[src/design/bdc_pkg.sv]
// Shared types for the button debouncer with click and long-press detection.
`timescale 1ns / 1ps

package bdc_pkg;

  localparam int unsigned TIME_W = 32;
  localparam int unsigned CFG_W  = 16;

  // Register indexes on the configuration port
  localparam logic REG_DEBOUNCE_TIME   = 1'b0;
  localparam logic REG_LONG_PRESS_TIME = 1'b1;

  localparam logic [CFG_W-1:0] DEBOUNCE_TIME_RST   = 16'd30;
  localparam logic [CFG_W-1:0] LONG_PRESS_TIME_RST = 16'd600;

  // Sample kinds carried in tuser
  localparam logic FUNC_SAMPLE = 1'b0;
  localparam logic FUNC_RESYNC = 1'b1;

  typedef struct packed {
    logic              func;
    logic              raw_down;
    logic [TIME_W-1:0] now_ms;
  } item_t;

  typedef struct packed {
    logic              raw_level;
    logic              stable_level;
    logic              long_fired;
    logic [TIME_W-1:0] raw_change_time;
    logic [TIME_W-1:0] press_start_time;
  } state_t;

  typedef struct packed {
    logic [TIME_W-1:0] hold_ms;
    logic              down_level;
    logic              long_press_event;
    logic              click_event;
    logic              release_event;
    logic              press_event;
  } result_t;

  localparam state_t STATE_RST = '{
    raw_level:        1'b0,
    stable_level:     1'b0,
    long_fired:       1'b0,
    raw_change_time:  '0,
    press_start_time: '0
  };

endpackage

[src/design/bdc_core.sv]
// Next-state and result logic for one button sample.
`timescale 1ns / 1ps

module bdc_core (
  input  bdc_pkg::item_t                 item,
  input  bdc_pkg::state_t                state,
  input  logic [bdc_pkg::CFG_W-1:0]      debounce_time,
  input  logic [bdc_pkg::CFG_W-1:0]      long_press_time,
  output bdc_pkg::state_t                state_next,
  output bdc_pkg::result_t               result
);

  logic                        resync;
  logic                        raw_changed;
  logic [bdc_pkg::TIME_W-1:0]  change_time;
  logic [bdc_pkg::TIME_W-1:0]  settled_ms;
  logic [bdc_pkg::TIME_W-1:0]  held_ms;
  logic                        take;
  logic                        press;
  logic                        release_ev;
  logic                        stable_new;
  logic                        fired_mid;
  logic [bdc_pkg::TIME_W-1:0]  hold;
  logic                        long_ev;

  always_comb begin
    resync      = (item.func == bdc_pkg::FUNC_RESYNC);
    raw_changed = (item.raw_down != state.raw_level);
    change_time = (resync || raw_changed) ? item.now_ms : state.raw_change_time;

    // settle check; a change in this sample gives zero elapsed time
    settled_ms = item.now_ms - change_time;
    take = !resync && (settled_ms >= {{(bdc_pkg::TIME_W-bdc_pkg::CFG_W){1'b0}}, debounce_time})
           && (state.stable_level != item.raw_down);

    press      = take && item.raw_down;
    release_ev = take && !item.raw_down;
    stable_new = (resync || take) ? item.raw_down : state.stable_level;
    fired_mid  = press ? 1'b0 : state.long_fired;

    // a fresh press restarts the hold at zero
    held_ms = item.now_ms - state.press_start_time;
    hold    = (!resync && stable_new && !press) ? held_ms : '0;
    long_ev = !resync && stable_new && !fired_mid
              && (hold >= {{(bdc_pkg::TIME_W-bdc_pkg::CFG_W){1'b0}}, long_press_time});

    state_next.raw_level        = item.raw_down;
    state_next.stable_level     = stable_new;
    state_next.long_fired       = resync ? 1'b0 : (fired_mid || long_ev);
    state_next.raw_change_time  = change_time;
    state_next.press_start_time = (resync || press) ? item.now_ms : state.press_start_time;

    result.press_event      = press;
    result.release_event    = release_ev;
    result.click_event      = release_ev && !state.long_fired;
    result.long_press_event = long_ev;
    result.down_level       = stable_new;
    result.hold_ms          = hold;
  end

endmodule

[src/design/button_debounce_click_longpress.sv]
// Top level: button debouncer with press, release, click and long-press events.
`timescale 1ns / 1ps

// Takes one button sample per transaction on the s_ side (raw level plus a
// free-running ms timestamp, or a resync in tuser) and returns exactly one
// result transaction on the m_ side. Throughput is one transaction per clock
// while m_tready does not stall it; an item passes the input register, then
// the result register. The single update of the debouncer state per clock,
// done as the item moves from the input register to the result register, sets
// that rate. All timestamps are compared as wrapped 32-bit differences. The
// user must write the thresholds through cfg_we/cfg_index/cfg_data only while
// no transaction is in flight, which is not enforced; they reset to 30 ms and 600 ms.

module button_debounce_click_longpress (
  input  logic                       clk,
  input  logic                       rst,
  // slave side
  input  logic                       s_tvalid,
  output logic                       s_tready,
  input  logic [39:0]                s_tdata,   // raw_down[0], now_ms[32:1], zero pad
  input  logic                       s_tuser,   // func
  // master side
  output logic                       m_tvalid,
  input  logic                       m_tready,
  output logic [39:0]                m_tdata,   // press_event[0], release_event[1],
                                                // click_event[2], long_press_event[3],
                                                // down_level[4], hold_ms[36:5], zero pad
  // configuration writes
  input  logic                       cfg_we,
  input  logic                       cfg_index,
  input  logic [bdc_pkg::CFG_W-1:0]  cfg_data
);

  logic [bdc_pkg::CFG_W-1:0] debounce_time;
  logic [bdc_pkg::CFG_W-1:0] long_press_time;

  // input register stage
  logic                      in_valid;
  bdc_pkg::item_t            in_item;

  // debouncer state and result register
  bdc_pkg::state_t           state;
  bdc_pkg::state_t           state_next;
  bdc_pkg::result_t          result_next;
  bdc_pkg::result_t          result;
  logic                      out_valid;

  logic                      advance;

  // item moves to the result register when that register is empty or draining
  assign advance  = in_valid && (!out_valid || m_tready);
  assign s_tready = !in_valid || advance;

  always_ff @(posedge clk) begin
    if (rst) begin
      debounce_time   <= bdc_pkg::DEBOUNCE_TIME_RST;
      long_press_time <= bdc_pkg::LONG_PRESS_TIME_RST;
    end else if (cfg_we) begin
      case (cfg_index)
        bdc_pkg::REG_DEBOUNCE_TIME:   debounce_time   <= cfg_data;
        bdc_pkg::REG_LONG_PRESS_TIME: long_press_time <= cfg_data;
        default: ;
      endcase
    end
  end

  always_ff @(posedge clk) begin
    if (rst) begin
      in_valid <= 1'b0;
    end else if (s_tready) begin
      in_valid <= s_tvalid;
    end
  end

  always_ff @(posedge clk) begin
    if (s_tvalid && s_tready) begin
      in_item.func     <= s_tuser;
      in_item.raw_down <= s_tdata[0];
      in_item.now_ms   <= s_tdata[32:1];
    end
  end

  bdc_core u_core (
    .item            (in_item),
    .state           (state),
    .debounce_time   (debounce_time),
    .long_press_time (long_press_time),
    .state_next      (state_next),
    .result          (result_next)
  );

  always_ff @(posedge clk) begin
    if (rst) begin
      state     <= bdc_pkg::STATE_RST;
      out_valid <= 1'b0;
    end else begin
      if (advance) begin
        state <= state_next;
      end
      if (advance) begin
        out_valid <= 1'b1;
      end else if (m_tready) begin
        out_valid <= 1'b0;
      end
    end
  end

  always_ff @(posedge clk) begin
    if (advance) begin
      result <= result_next;
    end
  end

  assign m_tvalid = out_valid;
  assign m_tdata  = {3'b000, result};

endmodule

[config.mk]
export PLATFORM = sky130hd
export DESIGN_NAME = button_debounce_click_longpress
export DESIGN_NICKNAME = d
export VERILOG_FILES = /design/src/design/bdc_pkg.sv /design/src/design/bdc_core.sv /design/src/design/button_debounce_click_longpress.sv
export SDC_FILE = /design/constraint.sdc
export NUM_CORES = 1
export LEC_CHECK = 0
export BUFFER_PORTS_ARGS = -buffer_cell sky130_fd_sc_hd__buf_2
export CORE_UTILIZATION = 57
export DETAILED_ROUTE_END_ITERATION = 12
export GPL_ROUTABILITY_DRIVEN = 1
export PLACE_DENSITY = 0.77
export SYNTH_ARGS = -nofsm -noshare
export SYNTH_HDL_FRONTEND = slang
export SYNTH_SLANG_ARGS = --single-unit
[constraint.sdc]
create_clock -name clk -period 11.3 [get_ports clk]
set_input_delay 1.13 -clock clk [delete_from_list [all_inputs] [get_ports clk]]
set_output_delay 1.13 -clock clk [all_outputs]
set_load 0.005 [all_outputs]
==> reports/qor.yml, run 1 <==
global_routing:
  gr-total-overflow: 0
  track_usage_pct: 26.79
  grt_first_pass_wirelength_um: 41320
  first_global_vias: 8309
  grt_max_degree: 103
  antenna_found_initial: 0
die:
  initial_core_util_pct: 58.07
  die_x_um: 140.0
  die_area_um2: 19610
  ioPinCount: 105
  core_um2: 18710
  num_rows: 50
  dieHeight_um: 140.0
placed_design:
  globalplace.congestion: 0.9482
  portBuffers: 94
  placed_cell_area_um2: 11480
  place_hpwl_um: 19300
route:
  via_per_inst: 5.831
  wl_per_cell_um: 16.53
  firstDrtPassIters: 5
  routed_wl_um: 25760
  drtIter0Drc: 746
  ant_nets: 0
  dr_total_vias: 9090
  drc: 0
clock_network:
  clk_latency_ns: 0.44
  cts_buffers: 17
  htree_levels: 4
  cts_root_buf: "clkbuf_16"
  clock-sinks: 172
  cts_tree: "yes"
  post_cts_buffers: 0
  cts_resized: 0
  holdBufCountCts: 0
  clock_path_buffers: 2
  path_clk_slew_ns: 0.07
yosys:
  synth_cell_type_count: 74
  synth_edf_count: 71
  synth_cells: 1240
  async_flop_share_pct: 0
  ys_warn_count: 0
  synth_top_cell_by_area: "edfxtp_1"
  netlist_area_um2: 10860
  synth-seq-area-share_pct: 38.24
  ys_ff_latch: 172
  synth_top_area_share_pct: 19.63
  syn_area_per_cell_um2: 8.759
  yosys_most_used_dff: "dfxtp_1"
  yosys-top-cells-area: "edfxtp_1 20%, dfxtp_1 19%, ha_1 9.7%"
worst_setup_path:
  cp_slowest_stage_delay_ns: 0.62
  path_buf_inv: 1
  arrival_ns: 10.41
  crit_family: "compound AO/OA/AOI/OAI gates"
  end_kind: "flip-flop"
  path_common_cell: "a21o_1"
  crit_fanout: 32
  cp_slowest_cell: "nor4b_1"
  critPathKind: "reg -> reg"
  required_ns: 11.47
  worst_setup_path_start_kind: "flip-flop"
sta:
  grt_setup_unrepaired: "no"
  slew_headroom_pct: 25.37
  fin_tns_setup_ns: 0
  period_minus_slack_ns: 10.24
  tightest_slew_ns: 1.119
  hold_viol: 0
  final-max-slew-violation-count: 0
  finClkSkew_ns: 0.009845
  max_freq_mhz: 97.67
  finalSetupViolCount: 0
  fin_crit_sh_pct: 90.61
layout:
  final_layout_size_suffix_gt1_share_pct: 11.62
  multi_input_area_um2: 6192
  nFillCells: 1607
  final_nets: 1460
  diodes: 0
  syn_to_final_growth_pct: 10.94
  design_area_um2: 12050
  regArea_um2: 4154
  final_common_cell: "nor2_1"
  layout_common_cells: "133 x nor2_1, 129 x nand2_1, 118 x a21oi_1, 101 x dfxtp_1, 94 x buf_2"
power:
  power_density_nw_per_um2: 138.9
  p_clk_share_pct: 33.8
  internal-power_uw: 1153
  p_leak_uw: 0.004798
  p_comb_share_pct: 24.0
  p_seq_share_pct: 42.3
  swShare_pct: 31.13
  power_switching_uw: 521.2
  ir_worst_vdd_uv: 104.4
run:
  cap_violations: 0
min_path:
  hold_class: "reg -> reg"
outcome:
  status: "complete, no violations"
-- kinds of logic (layout without fill, tap and decap cells) --
kind of cell             after synthesis  in the layout  synth area share [%]
multiplexers                          57             57                 5.276
other                                  1              3               0.03453
AO/OA/AOI/OAI                        313            313                 18.56
adder cells (fa/ha/maj)               90             90                 10.32
XOR/XNOR                              56             56                 4.516
flip-flops                           172            172                 38.24
buffers and inverters                136            219                 4.930
AND/OR/NAND/NOR                      415            415                 18.12
-- synth_stat cells, types with 3 or more instances --
cell and n:
and2_1 10, o21ai_0 47, clkbuf_1 36, xor2_1 18, nor3_1 12, nand3_1 20, buf_1 5, a211o_1 7
o31a_1 6, a31o_2 3, o22ai_1 3, ha_1 84, or2_2 8, mux2i_1 55, buf_4 6, a21oi_1 118
o21ai_1 3, a21o_1 26, and4_1 4, dfxtp_1 101, nand4_1 14, o21a_1 11, nand2_1 129, nand2b_1 22
inv_1 86, maj3_1 5, nor2_1 133, nand3b_1 6, o21bai_1 10, a211oi_1 26, and3_1 7, nor2b_1 28
o211ai_1 13, nor3b_1 11, o41ai_2 3, a21boi_0 4, edfxtp_1 71, a31oi_1 5, xnor2_1 38
-- tightest hold or removal path, cell delays in order (launching register included) --
cell	delay (ns)
dfxtp_1	0.31
nand2_1	0.05
a21oi_1	0.05
-- final cells by class --
cell class / count / area share [%]
sequential: 172 / 34.47
clock inverter: 11 / 0.8099
timing repair buffer: 100 / 4.278
clock buffer: 21 / 3.914
multi-input combinational: 934 / 51.39
inverter: 87 / 2.710
tap: 234 / 2.430
-- final timing paths --
check | startpoint | endpoint | slack [ns] | depth (start not counted)
worst max-delay path | in_item[32] | m_tdata[3] | 1.06 | 44
worst min register to register | debounce_time[15] | debounce_time[15] | 0.46 | 2
worst min-delay path | debounce_time[15] | debounce_time[15] | 0.46 | 2
worst max register to register | in_item[32] | m_tdata[3] | 1.06 | 44
-- registers in the layout, indices dropped and copies added, names as in the netlist --
name	flops
debounce_time	16
state	67
m_tvalid	1
in_item	34
in_valid	1
m_tdata	37
long_press_time	16
-- metrics by stage --
stage	total power [uW]	instances	setup slack (ns)	hold WS, ns	util, %
2_1_floorplan	1013	1242	2.248	0.4363	-
3_3_place_gp	1104	1527	1.365	0.4446	61.38
3_5_place_dp	1113	1527	1.122	0.4491	61.38
4_1_cts	1677	1559	1.122	0.4622	64.42
5_1_grt	1754	1559	0.3491	0.4829	64.42
6_report	1674	1559	1.061	0.4598	64.42
-- power groups by stage --
stage / registers [uW] / logic [uW] / clock network [uW]
floorplan: 711 / 302 / 0
global placement: 719 / 385 / 0
detailed placement: 720 / 393 / 0
CTS: 707 / 397 / 573
global route: 711 / 444 / 598
finish: 708 / 401 / 565
-- per-layer routing --
metal  routed length [um]  global-route usage, %
met5                    0                      0
met4                  692                  10.29
met3                 1385                  4.376
met2                11550                  42.05
met1                12140                  37.01
No activity file was read; power rests on OpenSTA's default activity.
==> inputs of run 2 (changes only) <==
--- a/config.mk
+++ b/config.mk
@@ -9,7 +9,8 @@
 export CORE_UTILIZATION = 57
 export DETAILED_ROUTE_END_ITERATION = 12
 export GPL_ROUTABILITY_DRIVEN = 1
-export PLACE_DENSITY = 0.77
+export PLACE_DENSITY = 0.76
 export SYNTH_ARGS = -nofsm -noshare
 export SYNTH_HDL_FRONTEND = slang
+export SYNTH_HIERARCHICAL = 1
 export SYNTH_SLANG_ARGS = --single-unit
==> run 2 against run 1 <==
Effect of this change: register-to-register slack better by 0.80 ns; synthesized cell count is 29% higher; flip-flop and latch count is the same; first-iteration DRC count increased by 55%; routed wire length grew 34%.
==> reports/qor.yml, run 2 <==
outcome:
  status: "complete, no violations"
power:
  power.total_uw: 1830
  power_density_nw_per_um2: 127.2
  ir_worst_vdd_uv: 86.18
  p_leak_uw: 0.005678
sta:
  period_minus_slack_ns: 9.434
  hold_viol: 0
  final-max-slew-violation-count: 0
  fin_crit_sh_pct: 83.49
  grt_setup_unrepaired: "no"
  finClkSkew_ns: 0.01235
  tightest_slew_ns: 1.211
  finalSetupViolCount: 0
  max_freq_mhz: 106.0
  slew_headroom_pct: 19.07
  fin_tns_setup_ns: 0
yosys:
  syn_area_per_cell_um2: 8.285
  synth_top_area_share_pct: 16.03
  yosys_most_used_dff: "dfxtp_1"
  synth_cell_type_count: 92
  synthMostInstantiatedCell: "nand2_1"
  synth_common_cells: "190 x nand2_1, 149 x nand2b_1, 114 x inv_1"
  synth_cells: 1605
  synth-seq-area-share_pct: 31.24
  synth_edf_count: 71
  synth_top_cell_by_area: "edfxtp_1"
  ys_warn_count: 6
  netlist_area_um2: 13300
  yosys-top-cells-area: "edfxtp_1 16%, dfxtp_1 15%, ha_1 7.9%"
  ys_ff_latch: 172
  async_flop_share_pct: 0
layout:
  largest_register_ff_count: 67
  layout_common_cells: "190 x nand2_1, 149 x nand2b_1, 114 x inv_1, 101 x dfxtp_1, 95 x nor2_1"
  diodes: 0
  final_layout_size_suffix_gt1_share_pct: 9.672
  syn_to_final_growth_pct: 8.215
  final_nets: 1779
  regMostFlops: "state"
  final_common_cell: "nand2_1"
clock_network:
  holdBufCountCts: 0
  clk_latency_ns: 0.44
  htree_levels: 4
  cts_root_buf: "clkbuf_16"
  clock-sinks: 172
  path_clk_slew_ns: 0.07
  post_cts_buffers: 0
  cts_buffers: 17
  cts_tree: "yes"
  clock_path_buffers: 2
  cts_resized: 0
placed_design:
  place_hpwl_um: 25350
  globalplace.congestion: 0.9591
  portBuffers: 94
worst_setup_path:
  cp_slowest_cell: "edfxtp_1"
  critPathKind: "reg -> reg"
  end_kind: "flip-flop"
  cp_slowest_stage_delay_ns: 0.74
  arrival_ns: 9.73
  required_ns: 11.60
  crit_fanout: 33
  worst_setup_path_start_kind: "flip-flop"
global_routing:
  first_global_vias: 10603
  gr-total-overflow: 0
  antenna_found_initial: 0
  grt_first_pass_wirelength_um: 54470
  grt_max_degree: 137
  track_usage_pct: 28.91
route:
  ant_nets: 0
  drtIter0Drc: 1156
  dr_total_vias: 11836
  firstDrtPassIters: 7
  wl_per_cell_um: 17.68
  routed_wl_um: 34610
  via_per_inst: 6.048
  drc: 0
die:
  dieHeight_um: 154.7
  die_x_um: 154.7
  initial_core_util_pct: 58.38
  num_rows: 55
  ioPinCount: 105
  die_area_um2: 23940
  core_um2: 22780
min_path:
  hold_class: "reg -> reg"
run:
  cap_violations: 0
## run 2: area by class of cell
class	instances	area, um^2
fillers	1972	8388
flip-flops and latches	172	4154
clock inverters	10	115.1
multi-input cells	1223	8243
inverters	114	427.9
well taps	313	391.6
clock buffers	22	518.0
repair buffers	103	540.5
## run 2: cells by family (layout without fill, tap and decap cells)
logic type | after synthesis | after routing | share of synthesized area, %
adder cells (fa/ha/maj) | 92 | 92 | 8.609
AO/OA/AOI/OAI | 384 | 384 | 19.90
flip-flops | 172 | 172 | 31.24
XOR/XNOR | 48 | 48 | 3.274
AND/OR/NAND/NOR | 608 | 608 | 23.26
multiplexers | 88 | 88 | 6.643
buffers and inverters | 212 | 249 | 7.047
other | 1 | 3 | 0.02820
## run 2: critical path, delay by kind of cell, from the launching register on
kind / cells / cell delay, ns
AOI/OAI and AO/OA: 16 / 3.68
and+or+nand+nor: 13 / 2.57
adders and majority gates: 4 / 1.24
DFF: 1 / 0.74
xor gates and xnor gates: 2 / 0.58
buffers and inverters: 2 / 0.40
muxes: 1 / 0.06
## run 2: layer usage
metal / vias up / track usage, % / wire length (um)
li1: 5778 / - / -
met2: 389 / 45.14 / 15370
met3: 67 / 3.727 / 1845
met5: - / 0 / 0
met1: 5602 / 40.68 / 16350
met4: 0 / 11.03 / 1043
## run 2: report_power, final
group | switching [uW] | internal (uW)
clock network | 275 | 357
registers | 32.4 | 680
logic | 291 | 195
## run 2: path summary, 6_finish.rpt
kind | start | end | slack [ns] | cells after the start
hold reg to reg | debounce_time[12] | debounce_time[12] | 0.46 | 2
hold / removal | debounce_time[12] | debounce_time[12] | 0.46 | 2
setup / recovery | in_item[32] | state[64] | 1.87 | 38
setup reg to reg | in_item[32] | state[64] | 1.87 | 38
## run 2: per-stage QoR
stage                     util [%]  setup WS, ns  area (um^2)  std cells  hold slack, ns
after floorplan                  -         3.157        13310       1607          0.4363
after global placement       60.40         2.323        13760       1925          0.4443
after detailed placement     60.40         2.057        13760       1925          0.4503
after CTS                    63.18         2.036        14390       1957          0.4598
after global routing         63.18         1.222        14390       1957          0.4757
final                        63.18         1.866        14390       1957          0.4595
